**src/rtl/core/bvq_pkg.sv**
```systemverilog
`default_nettype none
package bvq_pkg;

   // field and state widths
   localparam int CNT_W      = 7;
   localparam int WIN_W      = 7;
   localparam int LOCK_W     = 10;
   localparam int IDX_OUT_W  = 3;
   localparam int CSR_IDX_W  = 2;
   localparam int CSR_DATA_W = 10;

   localparam logic [CNT_W-1:0]  CNT_MAX     = 7'd127;
   localparam logic [LOCK_W-1:0] ELAPSED_MAX = 10'd1023;

   // register indexes
   localparam logic [CSR_IDX_W-1:0] CSR_LOCKOUT   = 2'd0;
   localparam logic [CSR_IDX_W-1:0] CSR_WINDOW    = 2'd1;
   localparam logic [CSR_IDX_W-1:0] CSR_MIN_VOTES = 2'd2;

   // reset values of the registers
   localparam logic [LOCK_W-1:0] LOCKOUT_RST   = 10'd300;
   localparam logic [WIN_W-1:0]  WINDOW_RST    = 7'd50;
   localparam logic [CNT_W-1:0]  MIN_VOTES_RST = 7'd5;

   // per-beat control from the sequencer to lanes and merge
   typedef struct packed {
      logic count_en;
      logic close;
      logic open;
   } seq_ctrl_type;

endpackage
`default_nettype wire

```
**src/rtl/core/button_vote_qualifier_unit.sv**
```systemverilog
`default_nettype none
// button vote qualifier: lockout on falling edges, then a per-button vote window
// a closing beat snapshots the counts into the judge stage, whose winner then moves to the output register
// throughput: one beat per cycle, one lane per button counts in parallel
// the input stalls only while a judged window waits behind a held result beat
// reset (synchronous, active high) clears timer, flags, counts, and loads
// register defaults: lockout 300, window 50, min votes 5
module button_vote_qualifier_unit #(
   parameter int BUTTONS = 5
) (
   input  logic                           clock,
   input  logic                           reset,
   input  logic                           req_valid,
   output logic                           req_ready,
   input  logic                           req_ms_tick,
   input  logic                           req_any_falling,
   input  logic [BUTTONS-1:0]             req_pressed_mask,
   output logic                           rsp_valid,
   input  logic                           rsp_ready,
   output logic [bvq_pkg::IDX_OUT_W-1:0]  rsp_button_index,
   input  logic                           csr_valid,
   output logic                           csr_ready,
   input  logic [bvq_pkg::CSR_IDX_W-1:0]  csr_index,
   input  logic [bvq_pkg::CSR_DATA_W-1:0] csr_data
);
   import bvq_pkg::*;

   logic [LOCK_W-1:0] lockout_ff;
   logic [WIN_W-1:0]  window_ff;
   logic [CNT_W-1:0]  min_votes_ff;
   logic              fire, stage_free;
   seq_ctrl_type      ctrl;
   logic [CNT_W-1:0]  final_cnt [BUTTONS];

   // configuration registers
   assign csr_ready = 1'b1;

   always_ff @(posedge clock) begin
      if (reset) begin
         lockout_ff   <= LOCKOUT_RST;
         window_ff    <= WINDOW_RST;
         min_votes_ff <= MIN_VOTES_RST;
      end else if (csr_valid) begin
         unique case (csr_index)
            CSR_LOCKOUT:   lockout_ff   <= csr_data[LOCK_W-1:0];
            CSR_WINDOW:    window_ff    <= csr_data[WIN_W-1:0];
            CSR_MIN_VOTES: min_votes_ff <= csr_data[CNT_W-1:0];
            default:       ;
         endcase
      end
   end

   // input beat acceptance
   assign req_ready = stage_free;
   assign fire      = req_valid && req_ready;

   bvq_sequencer u_seq (
      .clock          (clock),
      .reset          (reset),
      .fire           (fire),
      .ms_tick        (req_ms_tick),
      .any_falling    (req_any_falling),
      .lockout_ms     (lockout_ff),
      .window_samples (window_ff),
      .ctrl           (ctrl)
   );

   // one counting lane per button
   genvar g;
   generate
      for (g = 0; g < BUTTONS; g++) begin : g_lane
         bvq_lane u_lane (
            .clock     (clock),
            .reset     (reset),
            .ctrl      (ctrl),
            .pressed   (req_pressed_mask[g]),
            .final_cnt (final_cnt[g])
         );
      end
   endgenerate

   bvq_merge #(
      .BUTTONS (BUTTONS)
   ) u_merge (
      .clock            (clock),
      .reset            (reset),
      .close            (ctrl.close),
      .final_cnt        (final_cnt),
      .min_votes        (min_votes_ff),
      .stage_free       (stage_free),
      .rsp_valid        (rsp_valid),
      .rsp_ready        (rsp_ready),
      .rsp_button_index (rsp_button_index)
   );

endmodule
`default_nettype wire

```
**src/rtl/core/bvq_lane.sv**
```systemverilog
`default_nettype none
module bvq_lane (
   input  logic                       clock,
   input  logic                       reset,
   input  bvq_pkg::seq_ctrl_type      ctrl,
   input  logic                       pressed,
   output logic [bvq_pkg::CNT_W-1:0]  final_cnt
);
   import bvq_pkg::*;

   logic [CNT_W-1:0] count_ff, count_in, count_t;
   logic [CNT_W-1:0] final_ff;

   // saturating vote count for this button
   always_comb begin
      count_t = count_ff;
      if (ctrl.count_en && pressed && (count_ff != CNT_MAX)) begin
         count_t = count_ff + CNT_W'(1);
      end
      count_in = ctrl.open ? '0 : count_t;
   end

   always_ff @(posedge clock) begin
      if (reset) begin
         count_ff <= '0;
      end else begin
         count_ff <= count_in;
      end
   end

   // snapshot of the count when the window closes
   always_ff @(posedge clock) begin
      if (ctrl.close) begin
         final_ff <= count_t;
      end
   end

   assign final_cnt = final_ff;

endmodule
`default_nettype wire

```
**src/rtl/core/bvq_sequencer.sv**
```systemverilog
`default_nettype none
module bvq_sequencer (
   input  logic                        clock,
   input  logic                        reset,
   input  logic                        fire,
   input  logic                        ms_tick,
   input  logic                        any_falling,
   input  logic [bvq_pkg::LOCK_W-1:0]  lockout_ms,
   input  logic [bvq_pkg::WIN_W-1:0]   window_samples,
   output bvq_pkg::seq_ctrl_type       ctrl
);
   import bvq_pkg::*;

   logic [LOCK_W-1:0] elapsed_ff, elapsed_in, elapsed_t;
   logic              pending_ff, pending_in, pending_t;
   logic              active_ff, active_in, active_left;
   logic [WIN_W-1:0]  sample_ff, sample_in, sample_next;
   logic [WIN_W-1:0]  win_len;
   logic              close_w, trig, open_w;

   // window progress
   always_comb begin
      win_len     = (window_samples == '0) ? WIN_W'(1) : window_samples;
      sample_next = sample_ff + WIN_W'(1);
      close_w     = active_ff && (sample_next >= win_len);
      active_left = active_ff && !close_w;
   end

   // lockout timer and edge qualification
   always_comb begin
      elapsed_t = elapsed_ff;
      if (ms_tick && (elapsed_ff != ELAPSED_MAX)) begin
         elapsed_t = elapsed_ff + LOCK_W'(1);
      end
      trig       = any_falling && (elapsed_t > lockout_ms);
      elapsed_in = trig ? '0 : elapsed_t;
      pending_t  = pending_ff || trig;
      open_w     = !active_left && pending_t;
      pending_in = pending_t && !open_w;
      active_in  = active_left || open_w;
      if (open_w) begin
         sample_in = '0;
      end else if (active_ff) begin
         sample_in = sample_next;
      end else begin
         sample_in = sample_ff;
      end
   end

   always_ff @(posedge clock) begin
      if (reset) begin
         elapsed_ff <= '0;
         pending_ff <= 1'b0;
         active_ff  <= 1'b0;
         sample_ff  <= '0;
      end else if (fire) begin
         elapsed_ff <= elapsed_in;
         pending_ff <= pending_in;
         active_ff  <= active_in;
         sample_ff  <= sample_in;
      end
   end

   assign ctrl.count_en = fire && active_ff;
   assign ctrl.close    = fire && close_w;
   assign ctrl.open     = fire && open_w;

`ifndef SYNTHESIS
   // a pending trigger only survives behind a running window
   assert property (@(posedge clock) disable iff (reset) pending_ff |-> active_ff)
      else $error("trigger pending with no window running");
   // an accepted edge restarts the lockout timer
   assert property (@(posedge clock) disable iff (reset) (fire && trig) |=> elapsed_ff == '0)
      else $error("elapsed timer not restarted on trigger");
   // an opened window starts counting from zero
   assert property (@(posedge clock) disable iff (reset)
      ctrl.open |=> (active_ff && sample_ff == '0))
      else $error("window did not open cleanly");
`endif

endmodule
`default_nettype wire

```
**src/rtl/core/bvq_merge.sv**
```systemverilog
`default_nettype none
module bvq_merge #(
   parameter int BUTTONS
) (
   input  logic                          clock,
   input  logic                          reset,
   input  logic                          close,
   input  logic [bvq_pkg::CNT_W-1:0]     final_cnt [BUTTONS],
   input  logic [bvq_pkg::CNT_W-1:0]     min_votes,
   output logic                          stage_free,
   output logic                          rsp_valid,
   input  logic                          rsp_ready,
   output logic [bvq_pkg::IDX_OUT_W-1:0] rsp_button_index
);
   import bvq_pkg::*;

   localparam int LVL   = (BUTTONS > 1) ? $clog2(BUTTONS) : 0;
   localparam int PAD   = 1 << LVL;
   localparam int IDX_W = (LVL > 0) ? LVL : 1;

   logic                 judge_valid_ff, judge_valid_in;
   logic                 rsp_valid_ff, rsp_valid_in;
   logic [IDX_OUT_W-1:0] rsp_idx_ff;
   logic                 rsp_free, emit;
   logic [CNT_W-1:0]     leaf_cnt [PAD];
   logic [CNT_W-1:0]     t_cnt [LVL+1][PAD];
   logic [IDX_W-1:0]     t_idx [LVL+1][PAD];
   logic [IDX_W+IDX_OUT_W-1:0] idx_wide;

   // leaves, padded with empty entries
   genvar g;
   generate
      for (g = 0; g < PAD; g++) begin : g_leaf
         if (g < BUTTONS) begin : g_real
            assign leaf_cnt[g] = final_cnt[g];
         end else begin : g_pad
            assign leaf_cnt[g] = '0;
         end
      end
   endgenerate

   // argmax tree, left wins ties so the lowest index is kept
   always_comb begin
      for (int l = 0; l <= LVL; l++) begin
         for (int k = 0; k < PAD; k++) begin
            t_cnt[l][k] = '0;
            t_idx[l][k] = '0;
         end
      end
      for (int k = 0; k < PAD; k++) begin
         t_cnt[0][k] = leaf_cnt[k];
         t_idx[0][k] = IDX_W'(k);
      end
      for (int l = 0; l < LVL; l++) begin
         for (int k = 0; k < (PAD >> (l + 1)); k++) begin
            if (t_cnt[l][2*k+1] > t_cnt[l][2*k]) begin
               t_cnt[l+1][k] = t_cnt[l][2*k+1];
               t_idx[l+1][k] = t_idx[l][2*k+1];
            end else begin
               t_cnt[l+1][k] = t_cnt[l][2*k];
               t_idx[l+1][k] = t_idx[l][2*k];
            end
         end
      end
      emit     = t_cnt[LVL][0] > min_votes;
      idx_wide = (IDX_W+IDX_OUT_W)'(t_idx[LVL][0]);
   end

   // judge stage and output register flow
   always_comb begin
      rsp_free       = !rsp_valid_ff || rsp_ready;
      stage_free     = !judge_valid_ff || rsp_free;
      judge_valid_in = close || (judge_valid_ff && !rsp_free);
      rsp_valid_in   = rsp_free ? (judge_valid_ff && emit) : rsp_valid_ff;
   end

   always_ff @(posedge clock) begin
      if (reset) begin
         judge_valid_ff <= 1'b0;
         rsp_valid_ff   <= 1'b0;
      end else begin
         judge_valid_ff <= judge_valid_in;
         rsp_valid_ff   <= rsp_valid_in;
      end
   end

   always_ff @(posedge clock) begin
      if (rsp_free && judge_valid_ff) begin
         rsp_idx_ff <= idx_wide[IDX_OUT_W-1:0];
      end
   end

   assign rsp_valid        = rsp_valid_ff;
   assign rsp_button_index = rsp_idx_ff;

`ifndef SYNTHESIS
   // a window never closes while the judge stage is blocked
   assert property (@(posedge clock) disable iff (reset) close |-> stage_free)
      else $error("window closed into a full judge stage");
   // a new beat on the output always comes from the judge stage
   assert property (@(posedge clock) disable iff (reset)
      $rose(rsp_valid_ff) |-> $past(judge_valid_ff))
      else $error("result beat without a judged window");
   // a judged window drains unless a new close refills it
   assert property (@(posedge clock) disable iff (reset)
      (judge_valid_ff && rsp_free) |=> (!judge_valid_ff || $past(close)))
      else $error("judge stage did not drain");
`endif

endmodule
`default_nettype wire
```
**config.mk**
```make
export PLATFORM = sky130hd
export DESIGN_NAME = button_vote_qualifier_unit
export DESIGN_NICKNAME = d
export VERILOG_FILES = /design/src/rtl/core/bvq_pkg.sv /design/src/rtl/core/button_vote_qualifier_unit.sv /design/src/rtl/core/bvq_lane.sv /design/src/rtl/core/bvq_sequencer.sv /design/src/rtl/core/bvq_merge.sv
export SDC_FILE = /design/constraint.sdc
export NUM_CORES = 1
export LEC_CHECK = 0
export BUFFER_PORTS_ARGS = -buffer_cell sky130_fd_sc_hd__buf_2
export CAP_MARGIN = 20
export CORE_ASPECT_RATIO = 0.5
export CORE_MARGIN = 3
export CORE_UTILIZATION = 67
export DETAILED_ROUTE_END_ITERATION = 7
export PLACE_DENSITY_LB_ADDON = 0.3
export SYNTH_ARGS = -nofsm -noshare
export SYNTH_HDL_FRONTEND = slang
export SYNTH_SLANG_ARGS = --single-unit
```
**constraint.sdc**
```tcl
create_clock -name clock -period 9 [get_ports clock]
set_input_delay 0 -clock clock [delete_from_list [all_inputs] [get_ports clock]]
set_output_delay 0 -clock clock [all_outputs]
set_load 0.1 [all_outputs]
```
======== After elaboration in Yosys (flattened, before gate mapping) ========
Index checks and enable logic that the tools add are counted.
word-level totals
  register bits after elaboration ......... 118
  bits in latches ......................... 0
  bits in writable memories ............... 0
  bits in read-only memories .............. 0
  input bits .............................. 24
  output and inout bits ................... 6
  word-level logic and storage cells ...... 108
  memories kept ........................... 0
cells by class
  add/sub/neg operators ................... 7
  $mul .................................... 0
  divide/modulo/power cells ............... 0
  order comparisons ....................... 9
  equality and inequality tests ........... 8
  shift operators ......................... 0
  muxes and demuxes ....................... 22
  bitwise operators ....................... 0
  reductions and logical operators ........ 42
operators by type and width
  cell                   number
  $mux 7                 14
  $add 7x1->7 const B    6
  $gt 7x7->1             5
  $ne 7x7->1 const B     5
  $logic_and 1x1->1      23
  $mux 10                2
  $gt 1x7->1 const A     2
  $add 10x1->10 const B  1
  $gt 10x10->1           1
  $ne 10x10->1 const B   1
  $reduce_and 2->1       4
  $ge 7x7->1             1
  $logic_not 7->1        1
  $logic_not 1->1        6
  $logic_or 1x1->1       5
  $mux 2                 2
  $mux 1                 3
  $mux 3                 1
  $eq 2x1->1 const B     1
  $eq 2x2->1 const B     1
  $logic_not 2->1        1
  $reduce_bool 2->1      1
  $reduce_or 2->1        1

======== Longest topological paths before layout ========
  word-level depth ........................ 10
  depth in mapped cells ................... 31
  gate-level depth less buffers ........... 29

======== Cells and area by module ========
From an unflattened synthesis, not the netlist that was laid out.
second synthesis, totals
  cells, all modules ...................... 769
  area, all modules ....................... 7,566.0 sq um
by module, submodules not included
  module                      instances  cells each  area an instance (sq um)  sequential area each (sq um)
  bvq_lane                    5          55          670.6                     350.3
  bvq_sequencer               1          195         1,606.5                   380.4
  bvq_merge                   1          196         1,577.8                   130.1
  button_vote_qualifier_unit  1          103         1,028.5                   480.5

======== Least setup slack after synthesis ========
OpenSTA, ideal clock, no wires.
  path kind ............................... register to register
  start point ............................. register g_lane[1].u_lane.final_ff[1]
  end point ............................... register u_merge.rsp_valid_ff, in the netlist u_merge.rsp_valid
  setup time .............................. 0.138 ns
  arrival time ............................ 5.672 ns
  required time ........................... 8.862 ns
  slack ................................... 3.191 ns
  cell stages (with the launch flop) ...... 29
  buffers on the path ..................... 2
  period minus slack after synthesis ...... 5.809 ns
  cell sequence ........................... edfxtp_1 ha_1 nor2b_1 o21a_1 o21a_1 o31a_1 buf_2 mux2i_1 ha_1 nor2b_1 o21ai_1 a21oi_1 o31ai_4 mux2_2 ha_1 nor2b_1 o21ai_0 a21oi_1 o21ai_1 and2_1 clkbuf_1 a221oi_1 ha_1 a21oi_1 o22ai_1 o21a_1 o21a_1 o21ai_0 o221ai_1
on the way
  word-level cells in the longest chain between the ends .. 8
ends and longest elaborated chain
  element                 line             source
  from (decl)             bvq_lane.sv:12   logic [CNT_W-1:0] final_ff;
  from (signal assigned)  bvq_lane.sv:34   final_ff <= count_t;
  $gt 7x7->1              bvq_merge.sv:56  if (t_cnt[l][2*k+1] > t_cnt[l][2*k]) begin
  $mux 7 (*)              bvq_merge.sv:56
  $gt 7x7->1              bvq_merge.sv:56
  $mux 7 (*)              bvq_merge.sv:56
  $gt 7x7->1              bvq_merge.sv:56
  $mux 7 (*)              bvq_merge.sv:56
  $gt 7x7->1 (*)          bvq_merge.sv:65  emit = t_cnt[LVL][0] > min_votes;
  $logic_and 1x1->1 (*)   bvq_merge.sv:74  rsp_valid_in = rsp_free ? (judge_valid_ff && emit) : rsp_valid_ff;
  to (signal assigned)    bvq_merge.sv:83  rsp_valid_ff <= rsp_valid_in;
  to (decl)               bvq_merge.sv:22  logic rsp_valid_ff, rsp_valid_in;
Mark *: on every way between the ends. The rest lies on a longest branch, timed or not.
A chain may end at the register's enable or synchronous reset.

======== Final worst setup path ========
  start point ............................. register g_lane[3].u_lane.final_ff[4]
  end point ............................... register u_merge.rsp_valid_ff, in the netlist u_merge.rsp_valid
on the way
  word-level cells in the longest chain between the ends .. 8
ends and longest elaborated chain
  element                 line
  from (decl)             bvq_lane.sv:12
  from (signal assigned)  bvq_lane.sv:34
  $gt 7x7->1              bvq_merge.sv:56
  $mux 7 (*)              bvq_merge.sv:56
  $gt 7x7->1              bvq_merge.sv:56
  $mux 7 (*)              bvq_merge.sv:56
  $gt 7x7->1              bvq_merge.sv:56
  $mux 7 (*)              bvq_merge.sv:56
  $gt 7x7->1 (*)          bvq_merge.sv:65
  $logic_and 1x1->1 (*)   bvq_merge.sv:74
Marked as above.

==> flow_summary_export.csv <==
group,metric,value,unit
run_status,status,"finished, final reports clean",
synth,yosys.area.top_type_share,0.2423,
clock_network,post_cts_buffers,0,
clock_network,cts_resized,0,
clock_network,cts_max_level,4,
sta,fin_ws,2.353,ns
power_and_ir_drop,finalPower,1.286,mW
hold_path,whs_path_depth,5,
global_routing,grt_pass1_vias,5211,
synth,synth_most_common_cell,"dfxtp_1",
sta,min_period,6.647,ns
setup_path,startpoint_type,"flop",
die,pin_count,30,
setup_path,r2r-start,"g_lane[3].u_lane.final_cnt[4]",
hold_path,holdCritStartpoint,"req_ms_tick",
synth,synth_common_cells,"dfxtp_1 (80), inv_1 (61), ha_1 (59)",
clock_network,path_clk_slew,0.05,ns
die,placementRows,24,
clock_network,clkLatencyLatePin,0.42,ns
routing,vias,5281,
clock_network,clock_path_buffers,2,
place,hpwl,10.09,mm
power_and_ir_drop,power.density,169.8,nW/µm²
cells_and_area,stdcell_area,7572,µm²
routing,drtIter0Drc,365,
global_routing,overflow,0,
sta,period_share,0.7385,
synth,yosys_most_used_dff,"dfxtp_1",
clock_network,ctsHoldBuffers,16,
clock_network,cts.sinks,118,
setup_path,r2r_setup_slack,2.35,ns
cells_and_area,utilization,0.8295,
cells_and_area,diodes,0,
sta,fmax,150.5,MHz
place,gp_congestion,0.9014,
routing,wl_per_cell,17.78,µm
sta,setup_violations,0,
setup_path,crit_top_cell,"ha_1",
sta,slew_viol_final,0,
place,dpl_worst_slack,2.469,ns
job,maxCapViolCount,0,
setup_path,crit_arrival,6.92,ns
die,coreArea,9129,µm²
hold_path,min_path_type,"input pin to flop",
synth,ys_seq_area_frac,0.4150,
clock_network,cts_inserted_buffers,17,
global_routing,grt_pass1_wl,25.20,mm
setup_path,cpPeakStageDelay,0.49,ns
setup_path,slowest_stage,"o31ai_4",
cells_and_area,area_growth,14.58,%
synth,syn_avg_cell_area,9.805,µm²
synth,synth_edf_count,38,
sta,relSlewSlack,0.2599,
synth,async_reset_ff_frac,0,
routing,vias_per_cell,6.148,
cells_and_area,fin_nets,799,
synth,syn_area,6609,µm²
die,initial_core_util,0.7240,
sta,fin_tns_setup,0,ns
hold_path,min_to,"u_seq.elapsed_ff[6]",
global_routing,antenna_found_initial,0,
synth,yosys_register_bits,118,
setup_path,crit_type,"flop to flop",
setup_path,required,9.27,ns
global_routing,grt_usage,0.2851,
synth,yosys.area.top_type,"dfxtp_1",
routing,routed_wl,15.27,mm
die,die_y,76.23,µm
synth,synth_area_leaders,"dfxtp_1 (24%), edfxtp_1 (17%), ha_1 (11%), mux2i_1 (4.2%), inv_1 (3.5%)",
setup_path,ff2ff_path_depth,26,
synth,yosysUniqueCellTypes,68,
setup_path,crit_path_end_kind,"flop",
power_and_ir_drop,leakagePower,3.265,nW
sta,hold_viol,0,
die,dieArea,11160,µm²
sta,holdWs,0.02925,ns
global_routing,grt_max_degree,36,
sta,worst_pin_slew,1.105,ns
sta,fin_skew,0.01070,ns
place,placed_area,6804,µm²
die,die-width,146.5,µm
synth,yosys_warnings,0,
place,placed_cells,810,
clock_network,tritoncts,"done",
setup_path,reg2reg_to,"u_merge.rsp_valid",
place,io_buffers,28,
routing,dr.pass1.iters,6,
power_and_ir_drop,peakVddDrop,144.4,µV
synth,synthCells,674,
routing,ant_nets,0,
setup_path,crit_fanout,9,
cells_and_area,final_cells,859,
routing,drc_errors,0,
clock_network,clockRootBuffer,"clkbuf_16",
cells_and_area,drive_above_1_share,0.1454,
sta,rsz0062_at_grt,"false",
synth,synth_nets,757,
worst max-delay path by stage:
stage	startpoint	end	slack [ns]	depth (start not counted)
final	g_lane[3].u_lane.final_cnt[4]	u_merge.rsp_valid	2.35	26
after global routing	g_lane[3].u_lane.final_cnt[5]	u_merge.rsp_valid	1.82	26
after CTS	g_lane[3].u_lane.final_cnt[5]	u_merge.rsp_valid	2.40	26
after detailed placement	g_lane[3].u_lane.final_cnt[1]	u_merge.rsp_valid	2.47	27
after global placement	g_lane[1].u_lane.final_cnt[1]	u_merge.rsp_valid	2.65	26
after floorplan	g_lane[1].u_lane.final_cnt[1]	u_merge.rsp_valid	3.19	28
where the power goes:
part | internal [mW] | switching (mW)
Sequential | 0.552 | 0.00458
Clock | 0.436 | 0.237
Combinational | 0.0232 | 0.0342
cell usage in the layout (no fill, tap or decap), types with 5 or more instances in the layout:
cell and count:
dfxtp_1 80, inv_1 61, ha_1 59, nand2_1 43, nor2_1 41, edfxtp_1 38
mux2i_1 28, buf_2 28, a21oi_1 27, nor2b_1 26, nand3_1 23, xnor2_1 20
o21ai_0 19, nand4_1 18, clkbuf_16 18, xor2_1 17, dlygate4sd3_1 16, nor2b_2 15
and3_1 14, mux2_2 11, and4_1 10, nor3_1 6, o211ai_1 6, a31o_2 6
o21a_1 5, a221oi_1 5, nand2b_1 5, clkinv_2 5
routing by layer:
metal  vias up  track usage  part of all wire
met5         -            0                 0
met4         0       0.1323             0.031
met3        44      0.07605             0.067
met2       219       0.4901              0.49
met1      2524       0.3354              0.41
li1       2494            -                 -
area by class of cell:
cell class / count / area, µm²
clock buffers: 23 / 489.2
well taps: 130 / 162.7
clock inverters: 9 / 98.84
inverters: 61 / 229.0
repair buffers: 46 / 327.8
fillers: 522 / 1556
multi-input cells: 472 / 3522
flip-flops and latches: 118 / 2743
registers in the layout, indices dropped and copies added (netlist names), 3 cells and up:
signal and flops:
u_seq.sample_ff 7, u_merge.rsp_button_index 3, u_seq.elapsed_ff 10, g_lane.u_lane.count_ff 35
min_votes_ff 7, g_lane.u_lane.final_cnt 35, window_ff 7, lockout_ff 10
critical path: cells and delay by family (launching register included):
kind                       cells  cell delay [ns]
adders and majority gates      4             1.23
buffers and inverters          1             0.08
muxes                          2             0.75
and+or+nand+nor                4             0.85
AOI/OAI and AO/OA             15             3.19
DFF                            1             0.40
cells by family after synthesis:
group,synth area share
xor+xnor,0.04903
flops,0.4150
buf+inv,0.05206
compound gates,0.1293
simple gates,0.1812
other cells,0.0005674
fa+ha+maj,0.1117
mux,0.06115
No activity file was read; power rests on OpenSTA's default activity.
